==> src/sv/acb_pkg.sv <==
package acb_pkg;

    // Pixel grid side; pixels at or beyond it are never painted
    localparam int SIDE_PIXELS = 256;

    // Projection divider: 8 quotient bits, two per stage
    localparam int T_DIV_STAGES = 4;
    localparam int T_DIV_STEPS  = 2;

    // Distance square root: 21 root bits, three per stage
    localparam int DIST_W       = 21;
    localparam int SQRT_STAGES  = 7;
    localparam int SQRT_STEPS   = 3;

    // Blend divider: 8 quotient bits, two per stage
    localparam int MIX_DIV_STAGES = 4;
    localparam int MIX_DIV_STEPS  = 2;

    localparam int CFG_INDEX_W = 3;
    localparam int CFG_DATA_W  = 24;

    localparam logic [CFG_INDEX_W-1:0] CFG_START_X     = 3'd0;
    localparam logic [CFG_INDEX_W-1:0] CFG_START_Y     = 3'd1;
    localparam logic [CFG_INDEX_W-1:0] CFG_END_X       = 3'd2;
    localparam logic [CFG_INDEX_W-1:0] CFG_END_Y       = 3'd3;
    localparam logic [CFG_INDEX_W-1:0] CFG_RADIUS      = 3'd4;
    localparam logic [CFG_INDEX_W-1:0] CFG_PAINT_COLOR = 3'd5;
    localparam logic [CFG_INDEX_W-1:0] CFG_PAINT_ALPHA = 3'd6;

    typedef struct packed {
        logic signed [13:0] start_x;
        logic signed [13:0] start_y;
        logic signed [13:0] end_x;
        logic signed [13:0] end_y;
        logic [11:0]        radius;
        logic [23:0]        color;
        logic [7:0]         alpha;
    } cfg_t;

    // Destination pixel and canvas flag, carried alongside the math
    typedef struct packed {
        logic [7:0] red;
        logic [7:0] green;
        logic [7:0] blue;
        logic [7:0] alpha;
        logic       on_canvas;
    } pix_side_t;

endpackage

==> src/sv/acb_sqrt.sv <==
module acb_sqrt (
    input  logic                        clk,
    input  logic                        rst_n,
    input  logic                        adv,
    input  logic                        in_valid,
    input  logic signed [16:0]          in_qx,
    input  logic signed [16:0]          in_qy,
    input  acb_pkg::pix_side_t          in_side,
    output logic                        out_valid,
    output logic [acb_pkg::DIST_W-1:0]  out_dist,
    output acb_pkg::pix_side_t          out_side
);

    localparam int NS    = acb_pkg::SQRT_STAGES;
    localparam int STEPS = acb_pkg::SQRT_STEPS;
    localparam int RW    = acb_pkg::DIST_W;
    localparam int RAD_W = 2 * RW;
    localparam int REM_W = RW + 2;

    typedef struct packed {
        logic [RAD_W-1:0] rad;
        logic [REM_W-1:0] rem;
        logic [RW-1:0]    root;
    } sq_state_t;

    function automatic sq_state_t sq_step(input sq_state_t cur);
        logic [REM_W+1:0] rem2;
        logic [REM_W+1:0] trial;
        sq_state_t        res;
        rem2  = {cur.rem, cur.rad[RAD_W-1 -: 2]};
        trial = {2'b00, cur.root, 2'b01};
        if (rem2 >= trial)
        begin
            res.rem  = REM_W'(rem2 - trial);
            res.root = {cur.root[RW-2:0], 1'b1};
        end
        else
        begin
            res.rem  = rem2[REM_W-1:0];
            res.root = {cur.root[RW-2:0], 1'b0};
        end
        res.rad = {cur.rad[RAD_W-3:0], 2'b00};
        return res;
    endfunction

    logic signed [33:0] sqx, sqy, sq_sum;
    assign sqx    = 34'(in_qx) * 34'(in_qx);
    assign sqy    = 34'(in_qy) * 34'(in_qy);
    assign sq_sum = sqx + sqy;

    logic               vs_reg;
    logic [32:0]        sq_reg;
    acb_pkg::pix_side_t sides_reg;

    sq_state_t setup;
    assign setup.rad  = RAD_W'({sq_reg, 8'h00});
    assign setup.rem  = '0;
    assign setup.root = '0;

    logic               rv_reg   [NS];
    sq_state_t          rs_reg   [NS];
    sq_state_t          rs_next  [NS];
    acb_pkg::pix_side_t rside_reg[NS];

    always_comb
    begin
        sq_state_t cur;
        for (int k = 0; k < NS; k++)
        begin
            cur = (k == 0) ? setup : rs_reg[(k == 0) ? 0 : k - 1];
            for (int s = 0; s < STEPS; s++)
            begin
                cur = sq_step(cur);
            end
            rs_next[k] = cur;
        end
    end

    always_ff @(posedge clk or negedge rst_n)
    begin
        if (!rst_n)
        begin
            vs_reg <= 1'b0;
            for (int k = 0; k < NS; k++)
            begin
                rv_reg[k] <= 1'b0;
            end
        end
        else if (adv)
        begin
            vs_reg    <= in_valid;
            rv_reg[0] <= vs_reg;
            for (int k = 1; k < NS; k++)
            begin
                rv_reg[k] <= rv_reg[k-1];
            end
        end
    end

    always_ff @(posedge clk)
    begin
        if (adv)
        begin
            sq_reg       <= sq_sum[32:0];
            sides_reg    <= in_side;
            rs_reg[0]    <= rs_next[0];
            rside_reg[0] <= sides_reg;
            for (int k = 1; k < NS; k++)
            begin
                rs_reg[k]    <= rs_next[k];
                rside_reg[k] <= rside_reg[k-1];
            end
        end
    end

    assign out_valid = rv_reg[NS-1];
    assign out_dist  = rs_reg[NS-1].root;
    assign out_side  = rside_reg[NS-1];

endmodule

==> config.mk <==
export PLATFORM = sky130hd
export DESIGN_NAME = acb_sqrt
export DESIGN_NICKNAME = d
export VERILOG_FILES = /design/src/sv/acb_pkg.sv /design/src/sv/acb_sqrt.sv
export SDC_FILE = /design/constraint.sdc
export NUM_CORES = 2
export LEC_CHECK = 0
export BUFFER_PORTS_ARGS = -buffer_cell sky130_fd_sc_hd__buf_2
export CAP_MARGIN = 20
export CORE_MARGIN = 2
export CORE_UTILIZATION = 65
export CTS_CLUSTER_DIAMETER = 100
export DETAILED_ROUTE_END_ITERATION = 7
export HOLD_SLACK_MARGIN = 0.15
export PLACE_DENSITY_LB_ADDON = 0.05
export RECOVER_POWER = 25
export SLEW_MARGIN = 20
export SYNTH_ARGS = -nofsm -noshare
export SYNTH_HDL_FRONTEND = slang
export SYNTH_SLANG_ARGS = --single-unit
export TNS_END_PERCENT = 50
==> constraint.sdc <==
create_clock -name clk -period 10.4 [get_ports clk]
set_input_delay 2.08 -clock clk [delete_from_list [all_inputs] [get_ports clk]]
set_output_delay 2.08 -clock clk [all_outputs]
set_load 0.02 [all_outputs]
==> run_results.csv <==
group,metric,value,unit
timing,setup_ws,0.631,ns
die,io-pin-count,126,
cts,cts_resized,0,
synthesis,ys_types,119,
layout,layout-drive-gt1-share,8.26,%
timing,rsz0062_at_grt,"false",
worst_hold_path,min_path_type,"reg2reg",
cts,cts.sink_count,603,
die,coreArea,84900,µm²
drt,vias,38000,
status,status,"complete, no violations",
cts,clockBufferDepth,3,
drt,routed_wirelength,126000,µm
cts,cts_tree,"yes",
cts,h-tree-depth,3,
placed_design,hpwl,102000,µm
timing,period_share,93.9,%
cts,hold_buffers,0,
placed_design,place_ws,0.206,ns
grt,grt_max_degree,188,
layout,fillers,6480,
layout,multi_input_area,33600,µm²
cts,clkTransAtPathRegs,0.07,ns
drt,drt_first_pass_iters,7,
synthesis,ys_seq_elements,603,
synthesis,netlist_top_cells_area,"edfxtp_1 32%, fa_1 22%, ha_1 8.6%, inv_1 5.9%, xnor2_1 3.7%",
setup_path,crit_slowest_cell,"nor4_1",
die,design.die.area,87700,µm²
synthesis,async_flop_share,1.33,%
drt,drc,0,
timing,relSlewSlack,27.4,%
synthesis,synth-edff-count,595,
timing,whs,0.360,ns
cts,root_buffer,"clkbuf_16",
timing,drv_slew,0,
drt,vias_per_cell,5.74,
cts,postCtsSetupBuffers,0,
synthesis,syn-num-nets,6340,
grt,track_usage,29.6,%
synthesis,synth_top_area_share,32.2,%
die,dieWidth,296,µm
setup_path,setup.worst_path.class,"reg2reg",
layout,layout.nets,6480,
setup_path,cp.arrival,10.13,ns
grt,grt_pass1_vias,37700,
setup_path,cp_max_fo,28,
setup_path,crit_start,"rs_reg[4][37]",
cts,clkLatencyLatePin,0.67,ns
drt,detailedRoute.firstIterationViolations,2658,
timing,worst_slew_pin_slew,1.08,ns
grt,antenna_found_initial,7,
grt,grt-ovfl-total,0,
setup_path,end_kind,"register",
layout,largest_register_ffs,298,
drt,antenna_left,0,
synthesis,synth_top_area_cell,"edfxtp_1",
timing,min_period,9.77,ns
synthesis,synthTopCellsByCount,"877 x inv_1, 596 x fa_1, 595 x edfxtp_1",
layout,regArea,18100,µm²
timing,hold_violations,0,
worst_hold_path,worstHoldStart,"rs_reg[1][70]",
die,initial_core_util,65.4,%
setup_path,cpMostUsedCell,"a21oi_1",
setup_path,slowest_delay,0.52,ns
timing,finalClockSkew,0.0577,ns
flow_run,cap_violations,0,
synthesis,netlist_instances,5292,
synthesis,yosysMostFrequentCell,"inv_1",
cts,cts_made_buffers,66,
setup_path,startpoint_type,"register",
synthesis,syn_area,55500,µm²
synthesis,synth-seq-area-share,32.6,%
timing,fmax,102,MHz
die,die_h,296,µm
timing,timing.setup.tns,0,ns
setup_path,cp.required,10.76,ns
timing,setup_viol,0,
placed_design,io_buffers,125,
synthesis,syn_avg_cell_area,10.5,µm²
synthesis,ys.flop_type,"edfxtp_1",
drt,routedWlPerCell,19.1,µm
grt,grt_pass1_wl,203000,µm
die,rows,107,
placed_design,place.gp.congestion,0.960,
setup_path,rr_startpoint,"rs_reg[4][37]",
layout,syn2layout_area_growth,8.01,%
synthesis,yosysWarnings,0,
routing by layer:
| layer | vias to the layer above | track usage, % | wire length, µm |
|---|---|---|---|
| li1 | 18300 | - | - |
| met1 | 18500 | 42.1 | 56400 |
| met2 | 1085 | 47.6 | 59000 |
| met3 | 184 | 4.13 | 7290 |
| met4 | 8 | 8.77 | 3570 |
| met5 | - | 0 | 57 |
worst max-delay path: cells and delay by family, from the launching register on:
kind,cells,cell delay [ns]
flops,1,0.48
compound gates,20,3.89
simple gates,11,3.19
mux,1,0.30
buf+inv,4,0.93
fa+ha+maj,2,0.61
metrics by stage:
stage               utilization [%]  cell area, µm²  std cells
floorplan                         -           55500       5292
global placement               67.8           57600       6508
detailed placement             67.8           57600       6508
CTS                            70.6           59900       6626
global route                   70.6           59900       6628
finish                         70.6           59900       6629
final timing paths:
path / to / slack (ns) / depth (start not counted)
max in group asynchronous: rv_reg[1] / 8.96 / 1
setup reg to reg: rs_reg[5][37] / 0.63 / 38
hold reg to reg: rs_reg[2][76] / 0.36 / 0
hold / removal: rs_reg[2][76] / 0.36 / 0
setup / recovery: rs_reg[5][37] / 0.63 / 38
min in group asynchronous: rv_reg[6] / 1.28 / 1
cell type report:
class                           instances  area share [%]
Clock inverter                         44            1.10
Sequential cell                       603            30.2
Multi-Input combinational cell       3682            56.0
Inverter                              890            5.58
Timing Repair Buffer                  189            1.93
Clock buffer                           74            2.81
Tap cell                             1144            2.39
Antenna cell                            3          0.0125
layout by cell type, fill, tap and decap left out, types with 43 or more instances in the layout:
cell type    n
a21o_1      90
a21oi_1    270
and2_1     149
buf_2      124
buf_4       61
clkbuf_16   66
edfxtp_1   595
fa_1       596
ha_1       381
inv_1      877
mux2_2      43
nand2_1    378
nand2b_1    56
nand3_1     86
nor2_1     287
nor2b_1     51
nor3_1      92
o21ai_0    178
xnor2_1    235
xor2_1     109
cells by family (layout without fill, tap and decap cells):
group,after synthesis,count (layout),share of synthesized area [%]
flip-flops,603,603,32.6
XOR/XNOR,346,346,5.49
multiplexers,67,67,1.32
buffers and inverters,1007,1197,6.95
adder cells (fa/ha/maj),977,977,30.1
AO/OA/AOI/OAI,903,903,10.7
other,0,3,0
AND/OR/NAND/NOR,1389,1389,12.9
Power is left out: the tool's default activity adds up to more than one toggle a clock period on the data nets, which glitch-free logic cannot reach.
