===== src/sv/acb_pkg.sv =====
package acb_pkg;

    // Pixel grid side; pixels at or beyond it are never painted
    localparam int SIDE_PIXELS = 256;

    // Projection divider: 8 quotient bits, two per stage
    localparam int T_DIV_STAGES = 4;
    localparam int T_DIV_STEPS  = 2;

    // Distance square root: 21 root bits, three per stage
    localparam int DIST_W       = 21;
    localparam int SQRT_STAGES  = 7;
    localparam int SQRT_STEPS   = 3;

    // Blend divider: 8 quotient bits, two per stage
    localparam int MIX_DIV_STAGES = 4;
    localparam int MIX_DIV_STEPS  = 2;

    localparam int CFG_INDEX_W = 3;
    localparam int CFG_DATA_W  = 24;

    localparam logic [CFG_INDEX_W-1:0] CFG_START_X     = 3'd0;
    localparam logic [CFG_INDEX_W-1:0] CFG_START_Y     = 3'd1;
    localparam logic [CFG_INDEX_W-1:0] CFG_END_X       = 3'd2;
    localparam logic [CFG_INDEX_W-1:0] CFG_END_Y       = 3'd3;
    localparam logic [CFG_INDEX_W-1:0] CFG_RADIUS      = 3'd4;
    localparam logic [CFG_INDEX_W-1:0] CFG_PAINT_COLOR = 3'd5;
    localparam logic [CFG_INDEX_W-1:0] CFG_PAINT_ALPHA = 3'd6;

    typedef struct packed {
        logic signed [13:0] start_x;
        logic signed [13:0] start_y;
        logic signed [13:0] end_x;
        logic signed [13:0] end_y;
        logic [11:0]        radius;
        logic [23:0]        color;
        logic [7:0]         alpha;
    } cfg_t;

    // Destination pixel and canvas flag, carried alongside the math
    typedef struct packed {
        logic [7:0] red;
        logic [7:0] green;
        logic [7:0] blue;
        logic [7:0] alpha;
        logic       on_canvas;
    } pix_side_t;

endpackage


===== src/sv/acb_geom.sv =====
module acb_geom (
    input  logic                 clk,
    input  logic                 rst_n,
    input  logic                 adv,
    input  acb_pkg::cfg_t        cfg,
    input  logic                 in_valid,
    input  logic [7:0]           in_x,
    input  logic [7:0]           in_y,
    input  acb_pkg::pix_side_t   in_side,
    output logic                 out_valid,
    output logic signed [16:0]   out_qx,
    output logic signed [16:0]   out_qy,
    output acb_pkg::pix_side_t   out_side
);

    localparam int NS    = acb_pkg::T_DIV_STAGES;
    localparam int STEPS = acb_pkg::T_DIV_STEPS;

    typedef struct packed {
        logic [29:0] rem;
        logic [7:0]  q;
    } tdiv_t;

    function automatic tdiv_t t_step(input tdiv_t cur, input logic [29:0] den);
        logic [30:0] r2;
        tdiv_t       res;
        r2 = {cur.rem, 1'b0};
        if (r2 >= {1'b0, den})
        begin
            res.rem = 30'(r2 - {1'b0, den});
            res.q   = {cur.q[6:0], 1'b1};
        end
        else
        begin
            res.rem = r2[29:0];
            res.q   = {cur.q[6:0], 1'b0};
        end
        return res;
    endfunction

    // Segment vector from the live registers
    logic signed [14:0] vx, vy;
    assign vx = 15'(cfg.end_x) - 15'(cfg.start_x);
    assign vy = 15'(cfg.end_y) - 15'(cfg.start_y);

    // Input stage
    logic               v0_reg;
    logic [7:0]         x0_reg, y0_reg;
    acb_pkg::pix_side_t side0_reg;

    logic signed [14:0] px, py;
    assign px = $signed({3'b000, x0_reg, 4'b0000}) - 15'(cfg.start_x);
    assign py = $signed({3'b000, y0_reg, 4'b0000}) - 15'(cfg.start_y);

    logic signed [29:0] mx, my, sx2, sy2;
    assign mx  = 30'(px) * 30'(vx);
    assign my  = 30'(py) * 30'(vy);
    assign sx2 = 30'(vx) * 30'(vx);
    assign sy2 = 30'(vy) * 30'(vy);

    logic signed [30:0] dot_next;
    logic [29:0]        len_next;
    assign dot_next = 31'(mx) + 31'(my);
    assign len_next = $unsigned(sx2 + sy2);

    // Dot product stage
    logic               v1_reg;
    logic signed [30:0] dot1_reg;
    logic [29:0]        len1_reg;
    logic signed [14:0] px1_reg, py1_reg;
    acb_pkg::pix_side_t side1_reg;

    logic  zero_next, full_next;
    tdiv_t setup;
    assign zero_next = (len1_reg == 30'd0) || (dot1_reg <= 31'sd0);
    assign full_next = !zero_next && (dot1_reg[29:0] >= len1_reg);
    assign setup.rem = (zero_next || full_next) ? 30'd0 : dot1_reg[29:0];
    assign setup.q   = 8'd0;

    // Divider stages
    logic               dv_reg   [NS];
    tdiv_t              dd_reg   [NS];
    tdiv_t              dd_next  [NS];
    logic [29:0]        den_reg  [NS];
    logic               zero_reg [NS];
    logic               full_reg [NS];
    logic signed [14:0] dpx_reg  [NS];
    logic signed [14:0] dpy_reg  [NS];
    acb_pkg::pix_side_t dside_reg[NS];

    always_comb
    begin
        tdiv_t       cur;
        logic [29:0] den;
        for (int k = 0; k < NS; k++)
        begin
            if (k == 0)
            begin
                cur = setup;
                den = len1_reg;
            end
            else
            begin
                cur = dd_reg[(k == 0) ? 0 : k - 1];
                den = den_reg[(k == 0) ? 0 : k - 1];
            end
            for (int s = 0; s < STEPS; s++)
            begin
                cur = t_step(cur, den);
            end
            dd_next[k] = cur;
        end
    end

    // Closest point offset
    logic [8:0]         t_val;
    logic signed [23:0] mulx, muly;
    logic signed [15:0] offx, offy;
    logic signed [16:0] qx_next, qy_next;

    assign t_val = full_reg[NS-1] ? 9'd256 :
                   zero_reg[NS-1] ? 9'd0   : {1'b0, dd_reg[NS-1].q};
    assign mulx  = 24'(vx) * 24'($signed({1'b0, t_val}));
    assign muly  = 24'(vy) * 24'($signed({1'b0, t_val}));
    // Truncate toward zero on the divide by 256
    assign offx  = mulx[23] ? 16'((mulx + 24'sd255) >>> 8) : 16'(mulx >>> 8);
    assign offy  = muly[23] ? 16'((muly + 24'sd255) >>> 8) : 16'(muly >>> 8);
    assign qx_next = 17'(dpx_reg[NS-1]) - 17'(offx);
    assign qy_next = 17'(dpy_reg[NS-1]) - 17'(offy);

    logic               vq_reg;
    logic signed [16:0] qx_reg, qy_reg;
    acb_pkg::pix_side_t sideq_reg;

    always_ff @(posedge clk or negedge rst_n)
    begin
        if (!rst_n)
        begin
            v0_reg <= 1'b0;
            v1_reg <= 1'b0;
            vq_reg <= 1'b0;
            for (int k = 0; k < NS; k++)
            begin
                dv_reg[k] <= 1'b0;
            end
        end
        else if (adv)
        begin
            v0_reg    <= in_valid;
            v1_reg    <= v0_reg;
            dv_reg[0] <= v1_reg;
            for (int k = 1; k < NS; k++)
            begin
                dv_reg[k] <= dv_reg[k-1];
            end
            vq_reg <= dv_reg[NS-1];
        end
    end

    always_ff @(posedge clk)
    begin
        if (adv)
        begin
            x0_reg       <= in_x;
            y0_reg       <= in_y;
            side0_reg    <= in_side;
            dot1_reg     <= dot_next;
            len1_reg     <= len_next;
            px1_reg      <= px;
            py1_reg      <= py;
            side1_reg    <= side0_reg;
            dd_reg[0]    <= dd_next[0];
            den_reg[0]   <= len1_reg;
            zero_reg[0]  <= zero_next;
            full_reg[0]  <= full_next;
            dpx_reg[0]   <= px1_reg;
            dpy_reg[0]   <= py1_reg;
            dside_reg[0] <= side1_reg;
            for (int k = 1; k < NS; k++)
            begin
                dd_reg[k]    <= dd_next[k];
                den_reg[k]   <= den_reg[k-1];
                zero_reg[k]  <= zero_reg[k-1];
                full_reg[k]  <= full_reg[k-1];
                dpx_reg[k]   <= dpx_reg[k-1];
                dpy_reg[k]   <= dpy_reg[k-1];
                dside_reg[k] <= dside_reg[k-1];
            end
            qx_reg    <= qx_next;
            qy_reg    <= qy_next;
            sideq_reg <= dside_reg[NS-1];
        end
    end

    assign out_valid = vq_reg;
    assign out_qx    = qx_reg;
    assign out_qy    = qy_reg;
    assign out_side  = sideq_reg;

endmodule


===== config.mk =====
export PLATFORM = sky130hd
export DESIGN_NAME = acb_geom
export DESIGN_NICKNAME = d
export VERILOG_FILES = /design/src/sv/acb_pkg.sv /design/src/sv/acb_geom.sv
export SDC_FILE = /design/constraint.sdc
export NUM_CORES = 2
export LEC_CHECK = 0
export ABC_AREA = 0
export BUFFER_PORTS_ARGS = -buffer_cell sky130_fd_sc_hd__buf_2
export CORE_ASPECT_RATIO = 0.5
export CORE_UTILIZATION = 55
export CTS_CLUSTER_DIAMETER = 60
export DETAILED_ROUTE_END_ITERATION = 8
export GPL_TIMING_DRIVEN = 0
export PLACE_DENSITY = 0.82
export SLEW_MARGIN = 0
export SYNTH_ARGS = -nofsm -noshare
export SYNTH_HDL_FRONTEND = slang
export SYNTH_SLANG_ARGS = --single-unit

===== constraint.sdc =====
create_clock -name clk -period 10 [get_ports clk]
set_input_delay 1.5 -clock clk [delete_from_list [all_inputs] [get_ports clk]]
set_output_delay 1.5 -clock clk [all_outputs]
set_load 0.1 [all_outputs]

==> summary.md <==
| Metric | Value |
|---|---|
| Post-synth top area share | 29.4% |
| Largest family of logic cells by synthesized area | adder cells |
| Clock-pin transition on the worst setup and hold timing paths | 0.08 ns |
| F_max | 0.0890 GHz |
| Pin count of the biggest net entering global routing | 134 |
| Setup Skew | 0.0354 ns |
| Crit path largest cell delay | 1.33 ns |
| Mapped Nets | 9996 |
| Most frequent cell after synthesis | inv_1 |
| Fill cells | 10600 |
| Post-synth top cells | 1618 x inv_1, 1192 x fa_1, 768 x nand2_1, 707 x ha_1, 700 x edfxtp_1 |
| Required @ worst endpoint | 10.45 ns |
| Post-synth EDFFs | 700 |
| Clock Latency Late Sink | 0.71 ns |
| Num CTS Buffers | 71 |
| Final Cycle Share | 112% |
| GPL Wtd Cong | 1.06 |
| Final Hold Viols | 0 |
| # rows | 99 |
| Worst Tran Pin Value | 1.77 ns |
| Clock sink count | 707 |
| Main synth FF type | edfxtp_1 |
| Synth Cell Area | 81100 sq um |
| Simple logic cell fraction of the synthesized area | 10.9% |
| Xor/xnor share of the synthesized area | 4.27% |
| R2r endpoint | out_qy[16]$_DFFE_PP_ |
| R2R depth | 38 |
| Max-slew headroom | -18.9% |
| Compound-gate portion of the synthesized area | 8.06% |
| 1st-pass router iterations | 9 |
| Post-route setup slack | -1.23 ns |
| Layout cells sized above 1 | 15.1% |
| DR vias | 62401 |
| Failing checks | design-rule violations, max-capacitance violations, max-slew violations, negative setup slack |
| Area growth syn-to-layout | 15.3% |
| Yosys reg bits | 707 |
| Synth area leader | fa_1 |
| Detailed placement HPWL | 182 mm |
| Syn Inst Count | 7944 |
| Distinct cell type count after synthesis | 88 |
| CTS H-tree depth | 3 |
| Die H | 274 microns |
| Synth area leaders | fa_1 29%, edfxtp_1 26%, ha_1 11% |
| Hold_buf cts | 0 |
| Crit path kind | primary input to flip-flop |
| Initial Utilization | 55.5% |
| Critical path origin | cfg[86] |
| Wirelength per Cell | 23.9 microns |
| Fraction of registers with async set/reset | 0.990% |
| Vias in the first global route | 62056 |
| Mean Syn Cell Area | 10.2 sq um |
| Hold Path End | dpx_reg[0][7]$_DFFE_PP_ |
| Critical R2R Launch | full_reg[3]$_DFFE_PP_ |
| Count of final setup violators | 47 |
| Root buffer cell | clkbuf_16 |
| Routed Antenna Nets | 0 |
| Critical Path Most Common Cell | fa_1 |
| Pins Over Slew Limit | 9 |
| # DRC | 174 |
| R2R setup slack | -0.83 ns |
| Total GRT Usage | 32.0% |
| CORE AREA | 146000 sq um |
| Crit-path slowest cell | xnor2_1 |
| Die area | 149000 sq um |
| Hold Crit Start | px1_reg[7]$_DFFE_PP_ |
| Hold/Removal Path Class | flip-flop to flip-flop |
| CTS Buffer Depth | 3 |
| Ports | 221 |
| Proportion of synthesized area in mux cells | 1.76% |
| CP Launch Type | primary input |
| Sequential area share after synthesis | 26.1% |
| Initial antenna violation count | 20 |
| Vias/cell | 5.94 |
| Unrepaired setup endpoints after global routing | yes |
| CTS tree | built |
| Global-route wire length before repair | 358 mm |
| Max-cap violations | 1 |
| Hold Crit Depth | 0 |
| Final Critical Period | 11.23 ns |
| Max Fanout on Critical Path | 10 |
| Final wirelength | 251 mm |
| GR Overflow Total | 0 |
| Worst Setup End Kind | flip-flop |
| WP data arrival | 11.68 ns |
| Aggregate negative setup slack | -27.58 ns |
| Fin nets | 10522 |
| Post-Synth Adder-Cell Area | 40.3% |
| Drt initial violations | 7084 |
| Die X-Extent | 545 microns |
| Largest register FFs | 132 |
| Outcome | complete, but fails checks |
| Synth warn | 0 |
| IO buf count | 176 |
## worst max-delay path by stage
stage | endpoint | cells past startpoint
2_1_floorplan | out_qy[14]$_DFFE_PP_ | 48
3_3_place_gp | out_qy[15]$_DFFE_PP_ | 42
3_5_place_dp | out_qy[14]$_DFFE_PP_ | 44
4_1_cts | out_qy[14]$_DFFE_PP_ | 48
5_1_grt | out_qy[16]$_DFFE_PP_ | 47
6_report | dot1_reg[29]$_DFFE_PP_ | 30
## layout make-up
cell class                      instances  area (sq um)  area share [%]
Antenna cell                           12          30.0          0.0321
Clock inverter                         52           579           0.619
Inverter                             1636          6270            6.70
Tap cell                             1969          2460            2.63
Timing Repair Buffer                  461          3490            3.73
Buffer                                191          1670            1.78
Multi-Input combinational cell       5402         56100            59.9
Sequential cell                       707         21200            22.7
Clock buffer                           77          1800            1.92
## layer usage
metal  part of all wire (%)  vias to the layer above  GRT usage [%]  wire (microns)
li1                       -                    26556              -               -
met1                     35                    30343           40.2           89000
met2                     43                     4152           49.5          108000
met3                     14                     1334           11.2           35000
met4                    7.7                       16           16.3           19300
met5                  0.074                        -              0             186
## logic make-up (layout without fill, tap and decap cells)
logic type,Yosys count,after routing
compound gates,1006,1006
other cells,0,12
buf+inv,1835,2417
mux,126,126
xor+xnor,395,395
simple gates,1976,1976
flops,707,707
fa+ha+maj,1899,1899
## stage by stage
stage	utilization [%]	cell area (sq um)	std cells	setup slack (ns)	hold WS, ns
after floorplan	-	81600	7944	-0.696	0.400
after global placement	58.2	84900	10089	-3.56	0.400
after detailed placement	58.3	85100	10094	-3.64	0.405
after CTS	62.9	91900	10430	-0.627	0.402
after global routing	64.0	93500	10499	-1.35	0.415
final	64.1	93500	10507	-1.23	0.399
## layout by cell type (no fill, tap or decap), types with 27 or more instances in the layout
cell type  synthesis  final
clkbuf_1         165     73
edfxtp_1         700    700
xnor2_4            0     28
nand3_1           64     59
xnor2_1          272    225
ha_1             707    658
o21bai_1          43     38
buf_6              3     34
and3_1            29     28
a21oi_1          281    234
buf_2             14    189
or3_1             36     32
nor2_1           608    571
nor3_1            75     66
o21ai_0          205    170
nor2b_1           52     46
a21o_1           146    144
clkbuf_16          0     92
buf_4              0    244
fa_1            1192   1164
and2_1           107    104
fa_2               0     28
nand4_1           37     37
a21oi_2            3     35
o21a_1            63     63
ha_4               0     35
inv_1           1618   1585
nand2_1          768    748
mux2_2           115    115
nand2b_1          99     97
xor2_1           123     97
a31oi_1           35     27
o21ai_2           14     33
## repair_timing
action / CTS / global route
setup endpoints to repair: 97 / 79
pin swaps: 174 / 152
gates resized for setup: 579 / 244
setup buffers: 214 / 74
cloned: 0 / 0
endpoints found under the hold margin: 0 / 0
## critical path: cells and delay by family
kind,cells,cell delay (ns)
AND/OR/NAND/NOR,2,0.27
buffers and inverters,9,1.77
adder cells (fa/ha/maj),10,4.63
AO/OA/AOI/OAI,7,1.73
XOR/XNOR,2,1.73
Power is not shown: default switching activity piles up to over one toggle a cycle in this logic, so the estimate is an artifact.
