File: src/sv/acb_pkg.sv
package acb_pkg;

    // Pixel grid side; pixels at or beyond it are never painted
    localparam int SIDE_PIXELS = 256;

    // Projection divider: 8 quotient bits, two per stage
    localparam int T_DIV_STAGES = 4;
    localparam int T_DIV_STEPS  = 2;

    // Distance square root: 21 root bits, three per stage
    localparam int DIST_W       = 21;
    localparam int SQRT_STAGES  = 7;
    localparam int SQRT_STEPS   = 3;

    // Blend divider: 8 quotient bits, two per stage
    localparam int MIX_DIV_STAGES = 4;
    localparam int MIX_DIV_STEPS  = 2;

    localparam int CFG_INDEX_W = 3;
    localparam int CFG_DATA_W  = 24;

    localparam logic [CFG_INDEX_W-1:0] CFG_START_X     = 3'd0;
    localparam logic [CFG_INDEX_W-1:0] CFG_START_Y     = 3'd1;
    localparam logic [CFG_INDEX_W-1:0] CFG_END_X       = 3'd2;
    localparam logic [CFG_INDEX_W-1:0] CFG_END_Y       = 3'd3;
    localparam logic [CFG_INDEX_W-1:0] CFG_RADIUS      = 3'd4;
    localparam logic [CFG_INDEX_W-1:0] CFG_PAINT_COLOR = 3'd5;
    localparam logic [CFG_INDEX_W-1:0] CFG_PAINT_ALPHA = 3'd6;

    typedef struct packed {
        logic signed [13:0] start_x;
        logic signed [13:0] start_y;
        logic signed [13:0] end_x;
        logic signed [13:0] end_y;
        logic [11:0]        radius;
        logic [23:0]        color;
        logic [7:0]         alpha;
    } cfg_t;

    // Destination pixel and canvas flag, carried alongside the math
    typedef struct packed {
        logic [7:0] red;
        logic [7:0] green;
        logic [7:0] blue;
        logic [7:0] alpha;
        logic       on_canvas;
    } pix_side_t;

endpackage

File: src/sv/acb_blend.sv
module acb_blend (
    input  logic                        clk,
    input  logic                        rst_n,
    input  logic                        adv,
    input  acb_pkg::cfg_t               cfg,
    input  logic                        in_valid,
    input  logic [acb_pkg::DIST_W-1:0]  in_dist,
    input  acb_pkg::pix_side_t          in_side,
    output logic                        out_valid,
    output logic [7:0]                  out_red,
    output logic [7:0]                  out_green,
    output logic [7:0]                  out_blue,
    output logic [7:0]                  out_alpha,
    output logic                        out_written
);

    localparam int NS    = acb_pkg::MIX_DIV_STAGES;
    localparam int STEPS = acb_pkg::MIX_DIV_STEPS;

    // floor(x / 255): reciprocal estimate, then two corrections
    function automatic logic [15:0] div255(input logic [23:0] x);
        logic [32:0] prod;
        logic [16:0] q;
        logic [25:0] r;
        prod = 33'(x) * 33'd257;
        q    = prod[32:16];
        r    = 26'(x) - 26'(q) * 26'd255;
        if (r >= 26'd255)
        begin
            q = q + 17'd1;
            r = r - 26'd255;
        end
        if (r >= 26'd255)
        begin
            q = q + 17'd1;
        end
        return q[15:0];
    endfunction

    typedef struct packed {
        logic [7:0] rem;
        logic [7:0] low;
        logic [7:0] q;
    } mdiv_t;

    function automatic mdiv_t m_step(input mdiv_t cur, input logic [7:0] den);
        logic [8:0] r2;
        mdiv_t      res;
        r2 = {cur.rem, cur.low[7]};
        if (r2 >= {1'b0, den})
        begin
            res.rem = 8'(r2 - {1'b0, den});
            res.q   = {cur.q[6:0], 1'b1};
        end
        else
        begin
            res.rem = r2[7:0];
            res.q   = {cur.q[6:0], 1'b0};
        end
        res.low = {cur.low[6:0], 1'b0};
        return res;
    endfunction

    // Edge coverage
    logic [15:0]        r16;
    logic signed [22:0] edge_dist;
    logic [11:0]        ramp;
    logic [7:0]         cov;
    logic [15:0]        araw_next;

    assign r16       = {cfg.radius, 4'b0000};
    assign edge_dist = $signed({7'b0, r16}) - $signed({2'b0, in_dist});
    assign ramp      = 12'(edge_dist[3:0]) * 12'd255;

    always_comb
    begin
        if (edge_dist <= 23'sd0)
        begin
            cov = 8'd0;
        end
        else if (edge_dist >= 23'sd16)
        begin
            cov = 8'd255;
        end
        else
        begin
            cov = ramp[11:4];
        end
    end

    assign araw_next = 16'(cov) * 16'(cfg.alpha);

    logic [7:0] src_c[3];
    assign src_c[0] = cfg.color[23:16];
    assign src_c[1] = cfg.color[15:8];
    assign src_c[2] = cfg.color[7:0];

    // Stage 0: raw coverage times opacity
    logic               v0_reg;
    logic [15:0]        araw0_reg;
    acb_pkg::pix_side_t side0_reg;

    // Stage 1: effective alpha
    logic               v1_reg;
    logic [7:0]         a1_reg;
    acb_pkg::pix_side_t side1_reg;
    logic [15:0]        a1_full;
    assign a1_full = div255(24'(araw0_reg));

    // Stage 2: products against alpha
    logic               v2_reg;
    logic [7:0]         a2_reg;
    logic [15:0]        pda2_reg;
    logic [15:0]        sa2_reg[3];
    acb_pkg::pix_side_t side2_reg;

    logic [7:0] dst1_c[3];
    assign dst1_c[0] = side1_reg.red;
    assign dst1_c[1] = side1_reg.green;
    assign dst1_c[2] = side1_reg.blue;

    // Stage 3: output alpha and weighted destination
    logic               v3_reg;
    logic [7:0]         a3_reg;
    logic [7:0]         na3_reg;
    logic [15:0]        sa3_reg[3];
    logic [23:0]        pp3_reg[3];
    acb_pkg::pix_side_t side3_reg;

    logic [7:0] dst2_c[3];
    assign dst2_c[0] = side2_reg.red;
    assign dst2_c[1] = side2_reg.green;
    assign dst2_c[2] = side2_reg.blue;

    logic [8:0] na_next;
    assign na_next = 9'(a2_reg) + 9'(div255(24'(pda2_reg)));

    // Stage 4: blend numerators
    logic               v4_reg;
    logic [7:0]         a4_reg;
    logic [7:0]         na4_reg;
    logic [16:0]        num4_reg[3];
    acb_pkg::pix_side_t side4_reg;

    logic  sat_next[3];
    mdiv_t setup[3];
    always_comb
    begin
        for (int c = 0; c < 3; c++)
        begin
            sat_next[c]  = num4_reg[c] >= 17'({na4_reg, 8'h00});
            setup[c].rem = num4_reg[c][15:8];
            setup[c].low = num4_reg[c][7:0];
            setup[c].q   = 8'd0;
        end
    end

    // Divider stages
    logic               dv_reg   [NS];
    mdiv_t              dd_reg   [NS][3];
    mdiv_t              dd_next  [NS][3];
    logic               sat_reg  [NS][3];
    logic [7:0]         a_reg    [NS];
    logic [7:0]         na_reg   [NS];
    acb_pkg::pix_side_t dside_reg[NS];

    always_comb
    begin
        mdiv_t      cur;
        logic [7:0] den;
        for (int k = 0; k < NS; k++)
        begin
            for (int c = 0; c < 3; c++)
            begin
                cur = (k == 0) ? setup[c] : dd_reg[(k == 0) ? 0 : k - 1][c];
                den = (k == 0) ? na4_reg : na_reg[(k == 0) ? 0 : k - 1];
                for (int s = 0; s < STEPS; s++)
                begin
                    cur = m_step(cur, den);
                end
                dd_next[k][c] = cur;
            end
        end
    end

    always_ff @(posedge clk or negedge rst_n)
    begin
        if (!rst_n)
        begin
            v0_reg <= 1'b0;
            v1_reg <= 1'b0;
            v2_reg <= 1'b0;
            v3_reg <= 1'b0;
            v4_reg <= 1'b0;
            for (int k = 0; k < NS; k++)
            begin
                dv_reg[k] <= 1'b0;
            end
        end
        else if (adv)
        begin
            v0_reg    <= in_valid;
            v1_reg    <= v0_reg;
            v2_reg    <= v1_reg;
            v3_reg    <= v2_reg;
            v4_reg    <= v3_reg;
            dv_reg[0] <= v4_reg;
            for (int k = 1; k < NS; k++)
            begin
                dv_reg[k] <= dv_reg[k-1];
            end
        end
    end

    always_ff @(posedge clk)
    begin
        if (adv)
        begin
            araw0_reg <= araw_next;
            side0_reg <= in_side;

            a1_reg    <= a1_full[7:0];
            side1_reg <= side0_reg;

            a2_reg    <= a1_reg;
            pda2_reg  <= 16'(side1_reg.alpha) * 16'(8'd255 - a1_reg);
            side2_reg <= side1_reg;

            a3_reg    <= a2_reg;
            na3_reg   <= na_next[7:0];
            side3_reg <= side2_reg;

            a4_reg    <= a3_reg;
            na4_reg   <= na3_reg;
            side4_reg <= side3_reg;

            for (int c = 0; c < 3; c++)
            begin
                sa2_reg[c]  <= 16'(src_c[c]) * 16'(a1_reg);
                sa3_reg[c]  <= sa2_reg[c];
                pp3_reg[c]  <= 24'(dst2_c[c]) * 24'(pda2_reg);
                num4_reg[c] <= 17'(sa3_reg[c]) + 17'(div255(pp3_reg[c]));
                dd_reg[0][c]  <= dd_next[0][c];
                sat_reg[0][c] <= sat_next[c];
            end
            a_reg[0]     <= a4_reg;
            na_reg[0]    <= na4_reg;
            dside_reg[0] <= side4_reg;

            for (int k = 1; k < NS; k++)
            begin
                for (int c = 0; c < 3; c++)
                begin
                    dd_reg[k][c]  <= dd_next[k][c];
                    sat_reg[k][c] <= sat_reg[k-1][c];
                end
                a_reg[k]     <= a_reg[k-1];
                na_reg[k]    <= na_reg[k-1];
                dside_reg[k] <= dside_reg[k-1];
            end
        end
    end

    // Result: blended pixel, or the destination passed through untouched
    logic       hit;
    logic [7:0] mix_c[3];
    always_comb
    begin
        for (int c = 0; c < 3; c++)
        begin
            mix_c[c] = sat_reg[NS-1][c] ? 8'd255 : dd_reg[NS-1][c].q;
        end
    end

    assign hit         = (a_reg[NS-1] != 8'd0) && dside_reg[NS-1].on_canvas;
    assign out_valid   = dv_reg[NS-1];
    assign out_red     = hit ? mix_c[0] : dside_reg[NS-1].red;
    assign out_green   = hit ? mix_c[1] : dside_reg[NS-1].green;
    assign out_blue    = hit ? mix_c[2] : dside_reg[NS-1].blue;
    assign out_alpha   = hit ? na_reg[NS-1] : dside_reg[NS-1].alpha;
    assign out_written = hit;

endmodule

File: config.mk
export PLATFORM = sky130hd
export DESIGN_NAME = acb_blend
export DESIGN_NICKNAME = d
export VERILOG_FILES = /design/src/sv/acb_pkg.sv /design/src/sv/acb_blend.sv
export SDC_FILE = /design/constraint.sdc
export NUM_CORES = 2
export LEC_CHECK = 0
export BUFFER_PORTS_ARGS = -buffer_cell sky130_fd_sc_hd__buf_2
export CAP_MARGIN = 20
export CORE_MARGIN = 1
export CORE_UTILIZATION = 65
export DETAILED_ROUTE_END_ITERATION = 8
export HOLD_SLACK_MARGIN = 0.05
export PLACE_DENSITY = 0.91
export SLEW_MARGIN = 20
export SYNTH_ARGS = -nofsm -noshare
export SYNTH_HDL_FRONTEND = slang
export SYNTH_SLANG_ARGS = --single-unit
File: constraint.sdc
create_clock -name clk -period 27.4 [get_ports clk]
set_clock_uncertainty 0.05 [all_clocks]
set_input_delay 5.48 -clock clk [delete_from_list [all_inputs] [get_ports clk]]
set_output_delay 5.48 -clock clk [all_outputs]
set_load 0.01 [all_outputs]
==> results.md <==
* Run status: complete, but fails checks
* Violated checks: design-rule violations
* Num Clock Sinks at 849
* Yosys reg bits at around 850
* First-pass GRT wire length at about 340 mm
* Mapped Cells at approximately 8500
* Post-synth cell types at 101
* Clock transition at path regs at 0.07 ns
* Critical path's largest stage delay at 1.05 ns
* Met1 usage at 0.375
* Final setup fails at 0
* Starting DRT DRC Count at approximately 5400
* Crit path max fanout at 9
* Largest net degree at the start of global routing at 90
* CTS tree: built
* Cts hold-fix bufs at 0
* Latest clock arrival within the worst-skew pair at ~0.77 ns
* Aggregate global routing overflow at 0
* Fin crit share at 0.568
* EDFF count, synth at between 800 and 900
* Layer carrying the most global-route usage: met2
* RSZ-0062 raised after global routing: false
* Clock root buffer: clkbuf_16
* Hold Path Class: reg -> reg
* DRC viols at 4
* RD Place Congestion at roughly 0.95
* R2r setup slk at ~12 ns
* Worst path slowest cell: a2111oi_2
* Inserted Clock Buffers at 90
* Endpoints failing hold at 0
* Largest cells by area after synthesis: edfxtp_1 29%, fa_1 18%, ha_1 16%
* IO Count at 192
* CORE AREA at roughly 130000 µm²
* Vias in the first global route at around 66000
* Post_cts resized at 0
* Syn avg cell area at between 10 and 15 µm²
* Max reg flops at between 150 and 200
* Sequential element share of the synthesized area at 0.295
* Source of the critical timing path: pp3_reg[0][27]
* PortBufs at 135
* Tmin final at between 15 and 20 ns
* F_max at approximately 64 MHz
* Die area at about 130000 µm²
* Worst R2R Path Depth at 48
* Number of nets in the layout at approximately 11000
* H-tree Lvls at 3
* Vias/cell at about 6.0
* Crit path required time at ~28 ns
* Syn nets at 10518
* Ys flop type: edfxtp_1
* Via count at 62990
* Reg-to-Reg End: num4_reg[0][33]
* Buf/Inv on CP at 3
* Arrival time worst endpoint at 16.02 ns
* Die Wd at 366 µm
* Worst slew pin tran at 1.21 ns
* Met2 usage at 0.525
* Critical Path Stages at 48
* Async S/R FF share, synth at 0.0106
* Most common cell in the netlist: inv_1
* Die H at ~370 µm
* Setup Crit Path Kind: reg -> reg
* Maxcap violations at 0
* HPWL Detailed at 157 mm
* Cell Rows at 133
* CTS Buffer Depth at 3
* Mapped Area at 86200 µm²
* Slew Viols, Final at 0
* Setup Fix Bufs, Post-CTS at 0
* Antenna violations before repair at 14
* Crit path max-delay family: compound AO/OA/AOI/OAI gates
* Grt met3 use at 0.0606
* Share of the synthesized area in the top cell type at 0.293
* Synth top cells by count: 1462 x inv_1, 1109 x ha_1, 840 x edfxtp_1, 784 x fa_1, 631 x nand2_1
* Layout area overhead at 6.82%
* Layout cells sized above 1 at 0.0604
* Largest area contributor in the synthesized netlist: edfxtp_1
* Rel. slew slack at 0.193
* Drt wl/cell at ~20 µm
* Synth warnings at 0
* Final ANT Viol Nets at 0
* Initial core utilization at 0.656
* WL final at 207 mm
* Worst r2r src: pp3_reg[0][27]
* Setup TNS at 0 ns
* CP endpoint: num4_reg[0][33]
* Drt pass-1 iters at 9
* CP startpoint kind: flip-flop
* Filler cells at around 8800
* Critical path endpoint category: flip-flop
* Gr usage total at 0.311
## worst register-to-register path, delay by kind of cell (launching register included)
kind	cells	cell delay, ns
xor gates and xnor gates	3	1.63
and+or+nand+nor	9	2.40
buffers and inverters	3	0.20
AOI/OAI and AO/OA	24	6.77
DFF	1	0.60
adders and majority gates	9	3.67
## metrics by stage
stage                util  cells  instance area [µm²]  hold slack [ns]  setup slack, ns
global placement    0.676  10252                88900            0.351            13.16
CTS                 0.700  10417                92000            0.283            12.22
detailed placement  0.676  10252                88900            0.355            12.53
floorplan               -   8467                86200            0.350            14.30
global route        0.700  10418                92100            0.307            10.80
finish              0.700  10424                92100            0.285            11.84
## how the worst min path moves through the flow
| stage | from | to | slack (ns) | cells after the start |
|---|---|---|---|---|
| after global placement | dd_reg[1][11] | dd_reg[2][13] | 0.35 | 0 |
| final | na3_reg[5] | na4_reg[5] | 0.28 | 0 |
| after CTS | side4_reg[2] | dside_reg[0][2] | 0.28 | 0 |
| after detailed placement | a4_reg[4] | a_reg[0][4] | 0.35 | 0 |
| after global routing | side4_reg[2] | dside_reg[0][2] | 0.31 | 0 |
| after floorplan | a3_reg[0] | a4_reg[0] | 0.35 | 0 |
## per-layer routing
| layer | part of all wire | wire length, µm | vias up |
|---|---|---|---|
| met3 | 0.082 | 17000 | 848 |
| met4 | 0.061 | 12600 | 8 |
| li1 | - | - | 28641 |
| met2 | 0.48 | 100000 | 2915 |
| met1 | 0.38 | 77800 | 30578 |
| met5 | 0.00023 | 47 | - |
## cells by family after synthesis
logic type | count (synthesis) | share of synthesized area
flops | 849 | 0.295
xor+xnor | 544 | 0.0554
buf+inv | 1629 | 0.0712
compound gates | 1310 | 0.0964
fa+ha+maj | 1898 | 0.344
simple gates | 2120 | 0.123
mux | 117 | 0.0148
## cells in the final DEF, fill, tap and decap left out, types with 61 or more instances in the layout
cell / netlist / final
or2_2: 61 / 61
nand4_1: 68 / 68
a21o_1: 147 / 147
and2_1: 347 / 347
nor3_1: 95 / 95
nand2_1: 631 / 631
mux2_2: 83 / 83
nand2b_1: 103 / 103
edfxtp_1: 840 / 840
xnor2_1: 364 / 362
o21ai_0: 352 / 351
buf_2: 3 / 134
nor2b_1: 120 / 120
a21oi_1: 368 / 368
clkbuf_16: 0 / 90
ha_1: 1109 / 1109
xor2_1: 179 / 179
nor2_1: 417 / 417
inv_1: 1462 / 1462
fa_1: 784 / 784
nand3_1: 79 / 79
## final cells by class
class / count / area, µm² / share of cell area
Sequential cell: 849 / 25400 / 0.276
Antenna cell: 7 / 17.5 / 0.000190
Inverter: 1472 / 5530 / 0.0600
Timing Repair Buffer: 187 / 1080 / 0.0117
Clock buffer: 101 / 2290 / 0.0249
Tap cell: 1755 / 2200 / 0.0238
Multi-Input combinational cell: 5989 / 54700 / 0.594
Clock inverter: 64 / 842 / 0.00914
Power is left out: the tool's default activity adds up to more than one toggle a clock period on the data nets, which glitch-free logic cannot reach.
